==> src/hdl/pqpa_pkg.sv <==
package pqpa_pkg;

	// Fixed field widths
	localparam int OPCODE_W = 2;
	localparam int PRIO_W   = 8;
	localparam int SIDX_W   = 5;
	localparam int STATUS_W = 3;
	localparam int ID_W     = 16;
	localparam int POOL_W   = 2;
	localparam int WCNT_W   = 6;
	localparam int CFG_W    = 6;
	localparam int CFG_IDX_W = 2;

	// Default sizes
	localparam int QUEUE_DEPTH_DEF = 32;
	localparam int SLOT_COUNT_DEF  = 32;

	// Register reset values
	localparam logic [CFG_W-1:0] POOL_B_FIRST_RST = CFG_W'(4);
	localparam logic [CFG_W-1:0] POOL_C_FIRST_RST = CFG_W'(8);
	localparam logic [CFG_W-1:0] SLOT_LIMIT_RST   = CFG_W'(20);
	localparam logic [ID_W-1:0]  REQ_ID_RST       = ID_W'(1);

	// Register indexes
	localparam logic [CFG_IDX_W-1:0] CFG_POOL_B_FIRST = 2'd0;
	localparam logic [CFG_IDX_W-1:0] CFG_POOL_C_FIRST = 2'd1;
	localparam logic [CFG_IDX_W-1:0] CFG_SLOT_LIMIT   = 2'd2;

	// Opcodes
	localparam logic [OPCODE_W-1:0] OP_ENQUEUE  = 2'd0;
	localparam logic [OPCODE_W-1:0] OP_DISPATCH = 2'd1;
	localparam logic [OPCODE_W-1:0] OP_RELEASE  = 2'd2;
	localparam logic [OPCODE_W-1:0] OP_NOP      = 2'd3;

	// Status codes
	localparam logic [STATUS_W-1:0] ST_OK          = 3'd0;
	localparam logic [STATUS_W-1:0] ST_QUEUE_FULL  = 3'd1;
	localparam logic [STATUS_W-1:0] ST_QUEUE_EMPTY = 3'd2;
	localparam logic [STATUS_W-1:0] ST_POOL_FULL   = 3'd3;
	localparam logic [STATUS_W-1:0] ST_SLOT_RANGE  = 3'd4;
	localparam logic [STATUS_W-1:0] ST_SLOT_FREE   = 3'd5;

	// Pools
	localparam logic [POOL_W-1:0] POOL_A = 2'd0;
	localparam logic [POOL_W-1:0] POOL_B = 2'd1;
	localparam logic [POOL_W-1:0] POOL_C = 2'd2;

	localparam logic [PRIO_W-1:0] PRIO_POOL_A = PRIO_W'(1);
	localparam logic [PRIO_W-1:0] PRIO_POOL_B = PRIO_W'(2);

	typedef struct packed {
		logic [PRIO_W-1:0] prio;
		logic [ID_W-1:0]   id;
	} qentry_t;

	typedef struct packed {
		logic enq;
		logic pop;
	} qctl_t;

	typedef struct packed {
		logic              found;
		logic [SIDX_W-1:0] slot;
		logic [POOL_W-1:0] pool;
		logic              out_of_range;
		logic              already_free;
	} alloc_status_t;

endpackage

==> src/hdl/pqpa_req_if.sv <==
interface pqpa_req_if
	import pqpa_pkg::*;
();
	logic                valid;
	logic                ready;
	logic [OPCODE_W-1:0] opcode;
	logic [PRIO_W-1:0]   request_priority;
	logic [SIDX_W-1:0]   slot_index;

	modport source (output valid, opcode, request_priority, slot_index, input ready);
	modport sink (input valid, opcode, request_priority, slot_index, output ready);
endinterface

==> src/hdl/pqpa_rsp_if.sv <==
interface pqpa_rsp_if
	import pqpa_pkg::*;
();
	logic                valid;
	logic                ready;
	logic [STATUS_W-1:0] status;
	logic [ID_W-1:0]     request_id;
	logic [PRIO_W-1:0]   served_priority;
	logic [SIDX_W-1:0]   granted_slot;
	logic [POOL_W-1:0]   pool_granted;
	logic [WCNT_W-1:0]   waiting_count;

	modport source (output valid, status, request_id, served_priority, granted_slot,
		pool_granted, waiting_count, input ready);
	modport sink (input valid, status, request_id, served_priority, granted_slot,
		pool_granted, waiting_count, output ready);
endinterface

==> src/hdl/priority_queue_pool_allocator_core.sv <==
// Priority queue with a three-pool slot allocator. Each request on req carries
// an opcode: enqueue gives the priority the next 16-bit id and inserts it into
// a stable sorted queue (lower value first, ties in arrival order); dispatch
// grants the head request the lowest free slot of its pool (priority 1 pool A,
// 2 pool B, anything else the general pool C) and pops it, or answers pool
// full and leaves it queued; release frees a slot; opcode 3 does nothing.
// Every request yields exactly one response on rsp. A request is taken in
// every cycle in which the response register is empty or being drained, so
// the block sustains one request per clock; the registered response appears
// in the cycle after acceptance. Queue cell compares and the slot priority
// encoder are combinational. The pool bounds must be written on the cfg port
// only while no request is in flight; the block does not enforce it. Each
// bound is clamped to SLOT_COUNT. No clearing pass is needed after reset.
module priority_queue_pool_allocator_core
	import pqpa_pkg::*;
#(
	parameter int QUEUE_DEPTH = QUEUE_DEPTH_DEF,
	parameter int SLOT_COUNT  = SLOT_COUNT_DEF
) (
	input  logic                 clk,
	input  logic                 arst_n,
	input  logic                 cfg_we,
	input  logic [CFG_IDX_W-1:0] cfg_index,
	input  logic [CFG_W-1:0]     cfg_data,
	pqpa_req_if.sink             req,
	pqpa_rsp_if.source           rsp
);
	localparam int CNTW = $clog2(QUEUE_DEPTH + 1);

	// configuration
	logic [CFG_W-1:0] pool_b_first_q;
	logic [CFG_W-1:0] pool_c_first_q;
	logic [CFG_W-1:0] slot_limit_q;

	// queue bookkeeping
	logic [CNTW-1:0] count_q;
	logic [CNTW-1:0] count_next;
	logic [ID_W-1:0] next_id_q;

	// response register
	logic                out_valid_q;
	logic [STATUS_W-1:0] status_q;
	logic [ID_W-1:0]     request_id_q;
	logic [PRIO_W-1:0]   served_prio_q;
	logic [SIDX_W-1:0]   granted_slot_q;
	logic [POOL_W-1:0]   pool_granted_q;
	logic [WCNT_W-1:0]   waiting_count_q;

	logic                req_acc;
	logic                q_full;
	logic                q_empty;
	qctl_t               qctl;
	qentry_t             new_entry;
	qentry_t             cell_entry [QUEUE_DEPTH];
	logic [QUEUE_DEPTH-1:0] cell_valid;
	logic [QUEUE_DEPTH-1:0] cell_bigger;
	alloc_status_t       astat;
	logic                alloc_en;
	logic                release_en;
	logic                sorted_ok;

	logic [STATUS_W-1:0] r_status;
	logic [ID_W-1:0]     r_id;
	logic [PRIO_W-1:0]   r_prio;
	logic [SIDX_W-1:0]   r_slot;
	logic [POOL_W-1:0]   r_pool;

	// the response register frees as soon as it drains
	assign req.ready = !out_valid_q || rsp.ready;
	assign req_acc   = req.valid && req.ready;

	assign q_full  = (count_q == CNTW'(QUEUE_DEPTH));
	assign q_empty = (count_q == '0);

	assign new_entry.prio = req.request_priority;
	assign new_entry.id   = next_id_q;

	assign qctl.enq   = req_acc && (req.opcode == OP_ENQUEUE) && !q_full;
	assign alloc_en   = req_acc && (req.opcode == OP_DISPATCH) && !q_empty;
	assign qctl.pop   = alloc_en && astat.found;
	assign release_en = req_acc && (req.opcode == OP_RELEASE);

	// configuration writes
	always_ff @(posedge clk or negedge arst_n) begin
		if (!arst_n) begin
			pool_b_first_q <= POOL_B_FIRST_RST;
			pool_c_first_q <= POOL_C_FIRST_RST;
			slot_limit_q   <= SLOT_LIMIT_RST;
		end else if (cfg_we) begin
			case (cfg_index)
				CFG_POOL_B_FIRST: pool_b_first_q <= cfg_data;
				CFG_POOL_C_FIRST: pool_c_first_q <= cfg_data;
				CFG_SLOT_LIMIT:   slot_limit_q   <= cfg_data;
				default: ;
			endcase
		end
	end

	// sorted queue: a row of cells, head at cell 0
	for (genvar i = 0; i < QUEUE_DEPTH; i++) begin : g_cell
		qentry_t l_entry;
		logic    l_valid;
		logic    l_bigger;
		qentry_t r_entry;
		logic    r_valid;

		if (i == 0) begin : g_head
			assign l_entry  = new_entry;
			assign l_valid  = 1'b1;
			assign l_bigger = 1'b0;
		end else begin : g_mid
			assign l_entry  = cell_entry[i-1];
			assign l_valid  = cell_valid[i-1];
			assign l_bigger = cell_bigger[i-1];
		end

		if (i == QUEUE_DEPTH - 1) begin : g_tail
			assign r_entry = cell_entry[i];
			assign r_valid = 1'b0;
		end else begin : g_inner
			assign r_entry = cell_entry[i+1];
			assign r_valid = cell_valid[i+1];
		end

		pqpa_qcell u_cell (
			.clk         (clk),
			.arst_n      (arst_n),
			.ctl         (qctl),
			.new_entry   (new_entry),
			.left_entry  (l_entry),
			.left_valid  (l_valid),
			.left_bigger (l_bigger),
			.right_entry (r_entry),
			.right_valid (r_valid),
			.entry       (cell_entry[i]),
			.valid       (cell_valid[i]),
			.bigger      (cell_bigger[i])
		);
	end

	// slot flags; the owner id a slot holds is never reported, so it is not kept
	pqpa_slot_alloc #(
		.SLOT_COUNT (SLOT_COUNT)
	) u_alloc (
		.clk          (clk),
		.arst_n       (arst_n),
		.pool_b_first (pool_b_first_q),
		.pool_c_first (pool_c_first_q),
		.slot_limit   (slot_limit_q),
		.head_prio    (cell_entry[0].prio),
		.alloc_en     (alloc_en),
		.release_idx  (req.slot_index),
		.release_en   (release_en),
		.stat         (astat)
	);

	// response for the request at the port
	always_comb begin
		r_status   = ST_OK;
		r_id       = '0;
		r_prio     = '0;
		r_slot     = '0;
		r_pool     = '0;
		count_next = count_q;
		case (req.opcode)
			OP_ENQUEUE: begin
				if (q_full) begin
					r_status = ST_QUEUE_FULL;
				end else begin
					r_id       = next_id_q;
					count_next = count_q + 1'b1;
				end
			end
			OP_DISPATCH: begin
				if (q_empty) begin
					r_status = ST_QUEUE_EMPTY;
				end else begin
					r_id   = cell_entry[0].id;
					r_prio = cell_entry[0].prio;
					r_pool = astat.pool;
					if (astat.found) begin
						r_slot     = astat.slot;
						count_next = count_q - 1'b1;
					end else begin
						r_status = ST_POOL_FULL;
					end
				end
			end
			OP_RELEASE: begin
				if (astat.out_of_range) begin
					r_status = ST_SLOT_RANGE;
				end else if (astat.already_free) begin
					r_status = ST_SLOT_FREE;
				end
			end
			default: ;
		endcase
	end

	always_ff @(posedge clk or negedge arst_n) begin
		if (!arst_n) begin
			count_q     <= '0;
			next_id_q   <= REQ_ID_RST;
			out_valid_q <= 1'b0;
		end else begin
			if (req_acc) begin
				count_q     <= count_next;
				out_valid_q <= 1'b1;
			end else if (rsp.ready) begin
				out_valid_q <= 1'b0;
			end
			if (qctl.enq) begin
				next_id_q <= next_id_q + 1'b1;
			end
		end
	end

	always_ff @(posedge clk) begin
		if (req_acc) begin
			status_q        <= r_status;
			request_id_q    <= r_id;
			served_prio_q   <= r_prio;
			granted_slot_q  <= r_slot;
			pool_granted_q  <= r_pool;
			waiting_count_q <= WCNT_W'(count_next);
		end
	end

	assign rsp.valid           = out_valid_q;
	assign rsp.status          = status_q;
	assign rsp.request_id      = request_id_q;
	assign rsp.served_priority = served_prio_q;
	assign rsp.granted_slot    = granted_slot_q;
	assign rsp.pool_granted    = pool_granted_q;
	assign rsp.waiting_count   = waiting_count_q;

	// adjacent occupied cells must be in nondecreasing priority order
	always_comb begin
		sorted_ok = 1'b1;
		for (int i = 0; i < QUEUE_DEPTH - 1; i++) begin
			if (cell_valid[i+1] && (!cell_valid[i]
				|| (cell_entry[i].prio > cell_entry[i+1].prio))) begin
				sorted_ok = 1'b0;
			end
		end
	end

	a_count_matches_cells: assert property (@(posedge clk) disable iff (!arst_n)
		$countones(cell_valid) == count_q)
		else $error("queue count disagrees with occupied cells");

	a_queue_sorted: assert property (@(posedge clk) disable iff (!arst_n)
		sorted_ok)
		else $error("queue cells out of order or not contiguous");

	a_enqueue_grows: assert property (@(posedge clk) disable iff (!arst_n)
		qctl.enq |=> (count_q == $past(count_q) + 1'b1))
		else $error("enqueue did not grow the queue by one");
endmodule

==> src/hdl/pqpa_qcell.sv <==
// One queue position. Entries stay sorted along the row; on insert each cell
// either keeps its entry, takes the new one, or takes its left neighbor's.
module pqpa_qcell
	import pqpa_pkg::*;
(
	input  logic    clk,
	input  logic    arst_n,
	input  qctl_t   ctl,
	input  qentry_t new_entry,
	input  qentry_t left_entry,
	input  logic    left_valid,
	input  logic    left_bigger,
	input  qentry_t right_entry,
	input  logic    right_valid,
	output qentry_t entry,
	output logic    valid,
	output logic    bigger
);
	qentry_t entry_q;
	logic    valid_q;

	// strictly greater keeps equal priorities in arrival order
	assign bigger = !valid_q || (entry_q.prio > new_entry.prio);
	assign entry  = entry_q;
	assign valid  = valid_q;

	always_ff @(posedge clk or negedge arst_n) begin
		if (!arst_n) begin
			valid_q <= 1'b0;
		end else if (ctl.enq) begin
			valid_q <= valid_q | left_valid;
		end else if (ctl.pop) begin
			valid_q <= right_valid;
		end
	end

	always_ff @(posedge clk) begin
		if (ctl.enq) begin
			if (left_bigger) begin
				entry_q <= left_entry;
			end else if (bigger) begin
				entry_q <= new_entry;
			end
		end else if (ctl.pop) begin
			entry_q <= right_entry;
		end
	end
endmodule

==> src/hdl/pqpa_slot_alloc.sv <==
// Slot free flags with range mask and lowest-free-slot priority encoder.
module pqpa_slot_alloc
	import pqpa_pkg::*;
#(
	parameter int SLOT_COUNT = SLOT_COUNT_DEF
) (
	input  logic               clk,
	input  logic               arst_n,
	input  logic [CFG_W-1:0]   pool_b_first,
	input  logic [CFG_W-1:0]   pool_c_first,
	input  logic [CFG_W-1:0]   slot_limit,
	input  logic [PRIO_W-1:0]  head_prio,
	input  logic               alloc_en,
	input  logic [SIDX_W-1:0]  release_idx,
	input  logic               release_en,
	output alloc_status_t      stat
);
	localparam int SIW = $clog2(SLOT_COUNT);
	localparam int SW1 = $clog2(SLOT_COUNT + 1);
	localparam int EW  = (SW1 > CFG_W) ? SW1 : CFG_W;

	logic [SLOT_COUNT-1:0] free_q;
	logic [SLOT_COUNT-1:0] range_mask;
	logic [SLOT_COUNT-1:0] cand;
	logic [SLOT_COUNT-1:0] first_hot;
	logic [SIW-1:0]        first_idx;
	logic [EW-1:0]         lo;
	logic [EW-1:0]         hi;
	logic [EW-1:0]         limit_c;
	logic                  idx_free;

	function automatic logic [EW-1:0] clamp_slot(input logic [CFG_W-1:0] v);
		logic [EW-1:0] ve;
		ve = EW'(v);
		return (ve > EW'(SLOT_COUNT)) ? EW'(SLOT_COUNT) : ve;
	endfunction

	always_comb begin
		limit_c = clamp_slot(slot_limit);
		if (head_prio == PRIO_POOL_A) begin
			stat.pool = POOL_A;
			lo        = '0;
			hi        = clamp_slot(pool_b_first);
		end else if (head_prio == PRIO_POOL_B) begin
			stat.pool = POOL_B;
			lo        = clamp_slot(pool_b_first);
			hi        = clamp_slot(pool_c_first);
		end else begin
			stat.pool = POOL_C;
			lo        = clamp_slot(pool_c_first);
			hi        = limit_c;
		end
		for (int i = 0; i < SLOT_COUNT; i++) begin
			range_mask[i] = (EW'(i) >= lo) && (EW'(i) < hi);
		end
		cand      = range_mask & free_q;
		first_hot = cand & (~cand + SLOT_COUNT'(1));
		first_idx = '0;
		idx_free  = 1'b0;
		for (int i = 0; i < SLOT_COUNT; i++) begin
			if (first_hot[i]) begin
				first_idx = first_idx | SIW'(i);
			end
			if (EW'(i) == EW'(release_idx)) begin
				idx_free = idx_free | free_q[i];
			end
		end
		stat.found        = |cand;
		stat.slot         = SIDX_W'(first_idx);
		stat.out_of_range = EW'(release_idx) >= limit_c;
		stat.already_free = idx_free;
	end

	always_ff @(posedge clk or negedge arst_n) begin
		if (!arst_n) begin
			free_q <= '1;
		end else begin
			for (int i = 0; i < SLOT_COUNT; i++) begin
				if (alloc_en && first_hot[i]) begin
					free_q[i] <= 1'b0;
				end else if (release_en && !stat.out_of_range
					&& (EW'(i) == EW'(release_idx))) begin
					free_q[i] <= 1'b1;
				end
			end
		end
	end

	a_grant_takes_one: assert property (@(posedge clk) disable iff (!arst_n)
		(alloc_en && stat.found) |=> ($countones(free_q) == $past($countones(free_q)) - 1))
		else $error("grant did not take exactly one slot");
endmodule

==> src/flat_wrapper.sv <==
// flat-port wrapper written by rule: the top's interface ports become plain ports
module priority_queue_pool_allocator_core_flat import pqpa_pkg::*;
#(
	parameter int QUEUE_DEPTH = QUEUE_DEPTH_DEF,
	parameter int SLOT_COUNT  = SLOT_COUNT_DEF
)
  (clk, arst_n, cfg_we, cfg_index, cfg_data, req_valid, req_opcode, req_request_priority, req_slot_index, req_ready, rsp_valid, rsp_status, rsp_request_id, rsp_served_priority, rsp_granted_slot, rsp_pool_granted, rsp_waiting_count, rsp_ready);
  pqpa_req_if req_i ();
  pqpa_rsp_if rsp_i ();
  input  logic clk;
  input  logic arst_n;
  input  logic cfg_we;
  input  logic [CFG_IDX_W-1:0] cfg_index;
  input  logic [CFG_W-1:0] cfg_data;
  input wire logic [$bits(req_i.valid)-1:0] req_valid;
  input wire logic [$bits(req_i.opcode)-1:0] req_opcode;
  input wire logic [$bits(req_i.request_priority)-1:0] req_request_priority;
  input wire logic [$bits(req_i.slot_index)-1:0] req_slot_index;
  output wire logic [$bits(req_i.ready)-1:0] req_ready;
  output wire logic [$bits(rsp_i.valid)-1:0] rsp_valid;
  output wire logic [$bits(rsp_i.status)-1:0] rsp_status;
  output wire logic [$bits(rsp_i.request_id)-1:0] rsp_request_id;
  output wire logic [$bits(rsp_i.served_priority)-1:0] rsp_served_priority;
  output wire logic [$bits(rsp_i.granted_slot)-1:0] rsp_granted_slot;
  output wire logic [$bits(rsp_i.pool_granted)-1:0] rsp_pool_granted;
  output wire logic [$bits(rsp_i.waiting_count)-1:0] rsp_waiting_count;
  input wire logic [$bits(rsp_i.ready)-1:0] rsp_ready;
  assign req_i.valid = req_valid;
  assign req_i.opcode = req_opcode;
  assign req_i.request_priority = req_request_priority;
  assign req_i.slot_index = req_slot_index;
  assign req_ready = req_i.ready;
  assign rsp_valid = rsp_i.valid;
  assign rsp_status = rsp_i.status;
  assign rsp_request_id = rsp_i.request_id;
  assign rsp_served_priority = rsp_i.served_priority;
  assign rsp_granted_slot = rsp_i.granted_slot;
  assign rsp_pool_granted = rsp_i.pool_granted;
  assign rsp_waiting_count = rsp_i.waiting_count;
  assign rsp_i.ready = rsp_ready;
  priority_queue_pool_allocator_core #(.QUEUE_DEPTH(QUEUE_DEPTH), .SLOT_COUNT(SLOT_COUNT)) u_core (.clk(clk), .arst_n(arst_n), .cfg_we(cfg_we), .cfg_index(cfg_index), .cfg_data(cfg_data), .req(req_i), .rsp(rsp_i));
endmodule
==> config.mk <==
export PLATFORM = sky130hd
export DESIGN_NAME = priority_queue_pool_allocator_core_flat
export DESIGN_NICKNAME = d
export VERILOG_FILES = /design/src/hdl/pqpa_pkg.sv /design/src/hdl/pqpa_req_if.sv /design/src/hdl/pqpa_rsp_if.sv /design/src/hdl/priority_queue_pool_allocator_core.sv /design/src/hdl/pqpa_qcell.sv /design/src/hdl/pqpa_slot_alloc.sv /design/src/flat_wrapper.sv
export SDC_FILE = /design/constraint.sdc
export NUM_CORES = 2
export LEC_CHECK = 0
export ABC_AREA = 1
export BUFFER_PORTS_ARGS = -buffer_cell sky130_fd_sc_hd__buf_2
export CAP_MARGIN = 20
export CELL_PAD_IN_SITES_DETAIL_PLACEMENT = 0
export CELL_PAD_IN_SITES_GLOBAL_PLACEMENT = 1
export CORE_ASPECT_RATIO = 0.7
export CORE_UTILIZATION = 49
export DETAILED_ROUTE_END_ITERATION = 12
export PLACE_DENSITY = 0.79
export SKIP_CTS_REPAIR_TIMING = 1
export SLEW_MARGIN = 30
export SYNTH_ARGS = -nofsm -noshare
export SYNTH_HDL_FRONTEND = slang
export SYNTH_HIERARCHICAL = 1
export SYNTH_SLANG_ARGS = --single-unit
==> constraint.sdc <==
create_clock -name clk -period 7.2 [get_ports clk]
set_clock_uncertainty 0.2 [all_clocks]
set_input_delay 1.44 -clock clk [delete_from_list [all_inputs] [get_ports clk]]
set_output_delay 1.44 -clock clk [all_outputs]
set_load 0.01 [all_outputs]
==> metrics.sh <==
POSTSYNTHAREAPERCELL_UM2=8.21
CRIT_PATH_START_KIND='register'
IO-PIN-COUNT=70
CTS-BUFFERS-INSERTED=94
DRT-INITIAL-DRC-COUNT=6928
TIMING.SETUP.TNS_PS=0
DR_WL_MET2_UM=69800
DRIVE_GT1_SHARE_PCT=7.82
WL_MET3_UM=25300
POSTROUTEANTENNANETS=0
SHARE_OF_THE_CLOCK_PERIOD_USED_BY_THE_WORST_PATH_AFTER_LAYOUT_PCT=84.2
POWER.LEAKAGE_nW=25.7
WORST_HOLD_SLACK_PS=294
FINAL_TOTAL_PWR_mW=17.0
CTS.REPORTEDPATHS.CLKPINSLEW_PS=60
DIE-WIDTH_UM=408
POST-DP-HPWL_UM=134000
PRECTSSETUPSLACK_PS=1750
CRITICAL_PATH_S_MOST_FREQUENT_CELL='nand2_1'
GLOBAL_ROUTE_WIRE_LENGTH_BEFORE_REPAIR_UM=286000
CTS_TREE='built'
CRIT_SLOWEST_CELL='clkinv_1'
MAX_FREQ_MHz=165
SLEW_VIOL_FINAL=0
WORSTSETUPENDPOINTTYPE='register'
FLOORPLAN.INITIALDENSITY_PCT=49.7
RUN_STATUS='finished, final reports clean'
WP_DATA_ARRIVAL_PS=6010
REQUIRED_PS=7150
VIA_COUNT=49518
POST_DRT_WL_PER_CELL_UM=22.4
TOPROUTINGLAYERUSED='met5'
ENDPOINTS_FAILING_SETUP=0
CRITICAL_PATH_CELL_SEQUENCE='inv_1, nand2_1, nor2_2, nand2_4, nand2_1, nand2_1, nor2_2, nand2_1, nand2_1, nor2_1, nand2_2, nand2_1, nor2_2, nand3_2, nor3_1, nand3_1, nand2_2, nor2_4, buf_12, or2_2, nand2_1, clkinv_1'
VDD_IR_DROP_MAX_mV=0.263
FLOORPLAN.ROWS=103
FILLERINSTANCES=10795
FIN_CRIT_PS=6060
FINALNETCOUNT=7133
WORST_SLEW_PIN_SLEW_PS=1060
MET1_LENGTH_UM=91200
CTS_ROOT_BUF='clkbuf_16'
DETAIL_ROUTE.FIRST_PASS.ITERATIONS=7
INSERTION_DELAY_PS=710
CRITICAL-PATH-MAX-STAGE-DELAY_PS=710
P_PER_AREA_nW_PER_UM2=283
CLK_PATH_BUF_DEPTH=3
CPLARGESTDELAYFAMILY='simple AND/OR/NAND/NOR gates'
TRITONCTS_NUM_SINKS=913
WORSTHOLDPATHTYPE='register to register'
GRT_USAGE_PCT=31.8
CP.BUFFERS_INVERTERS=3
FINAL_WORST_SETUP_SLACK_PS=1140
GRT_PASS1_VIAS=45593
DESIGN.CORE.AREA_UM2=114000
DETAILED_PLACE.AREA_UM2=57100
NETLIST_INSTANCES=6876
YOSYSWARNINGCOUNT=6
HOLD_VIOL_FINAL=0
DIEHEIGHT_UM=286
SYN_AREA_UM2=56500
RRSETUPSLACK_PS=1140
PORT_BUFFERS=69
DRT_TOTAL_WL_UM=189000
ROUTED_VIA_DENSITY=5.87
FLOORPLAN.DIE_AREA_UM2=117000
DETAIL_ROUTE.DRC_VIOLATIONS=0
MULTIINPUTGATEAREA_UM2=24700
CRITICAL_PATH_CLASS='register to register'
CRIT_PATH_MAX_FANOUT=96
AREA.GROWTH.SYNTH_TO_FINAL_PCT=6.58
COMBINED_FLIP_FLOP_AND_LATCH_CELL_AREA_UM2=26900
CTS_HTREE_LEVELS=3
LARGEST_NET_DEGREE_AT_THE_START_OF_GLOBAL_ROUTING=118
FINAL_DESIGN_AREA_NO_FILL_UM2=60200
DRV.MAX_CAP_VIOLATION_COUNT=0
TIMING.MAX_SLEW.REL_SLACK_PCT=29.3
GLOBALPLACE.CONGESTION=0.985
INSERTEDDIODECOUNT=0
GRT_SETUP_UNREPAIRED='no'
GLOBALROUTE.TOTALOVERFLOW=0
ANTENNA_VIOLATIONS_BEFORE_REPAIR=2
==> flip-flops by register name (all words and copies together), names as in the netlist, 2 cells and up <==
name and count:
u_core/count_q 6, u_core/g_cell.u_cell/entry 768, u_core/g_cell.u_cell/valid 32, u_core/next_id_q 16, u_core/pool_b_first_q 6, u_core/pool_c_first_q 6
u_core/rsp.granted_slot 5, u_core/rsp.pool_granted 2, u_core/rsp.request_id 16, u_core/rsp.served_priority 8, u_core/rsp.status 3, u_core/rsp.waiting_count 6
u_core/slot_limit_q 6, u_core/u_alloc/free_q 32
==> tightest hold or removal path: cells and delay by family, from the launching register on <==
| kind | cells | cell delay (ps) |
|---|---|---|
| simple gates | 1 | 50 |
| flops | 1 | 340 |
| compound gates | 1 | 60 |
==> placed cells by master (no fill, tap or decap), types with 36 or more instances in the layout <==
cell and instances:
ha_1 265, edfxtp_1 808, inv_2 85, a21oi_1 80
dfrtp_1 65, nand2_1 1571, clkbuf_16 95, o21ai_0 971
nor2_2 46, o21ai_1 645, inv_1 559, buf_4 67
nand3_1 145, nor2_1 1002, dfstp_2 36, nand4_1 56
buf_2 60
==> final cells by class <==
type                       instances  share of cell area (%)
clock buffer                     129                    4.26
clock inverter                    45                   0.763
inverter                         661                    4.14
multi-input combinational       5027                    41.0
sequential                       913                    44.8
tap                             1522                    3.16
timing repair buffer             143                    1.85
==> layer usage <==
| layer | global-route usage [%] | vias to the layer above |
|---|---|---|
| met3 | 9.99 | 188 |
| li1 | - | 23082 |
| met5 | 0.401 | - |
| met2 | 39.5 | 2619 |
| met1 | 52.4 | 23627 |
| met4 | 5.30 | 2 |
==> per-stage QoR <==
stage | std cells | utilization (%)
global placement | 8265 | 50.3
CTS | 8440 | 53.0
floorplan | 6884 | -
global route | 8440 | 53.0
detailed placement | 8266 | 50.3
finish | 8440 | 53.0
==> where the power goes <==
part | internal (mW) | leakage, nW | switching (mW)
clock network | 2.73 | 1.45 | 2.20
logic | 1.19 | 15.5 | 3.38
registers | 6.75 | 8.75 | 0.793
==> worst paths after layout <==
check,startpoint,endpoint,cells past startpoint
worst min register to register,u_core/slot_limit_q[3],u_core/slot_limit_q[3],2
max in group asynchronous,arst_n,u_core/next_id_q[8],2
worst max-delay path,u_core/g_cell[0].u_cell/entry[16],u_core/g_cell[19].u_cell/entry[4],22
min in group asynchronous,arst_n,u_core/g_cell[17].u_cell/valid,1
worst min-delay path,u_core/slot_limit_q[3],u_core/slot_limit_q[3],2
worst max register to register,u_core/g_cell[0].u_cell/entry[16],u_core/g_cell[19].u_cell/entry[4],22
Power figures use the tool's default switching activity.
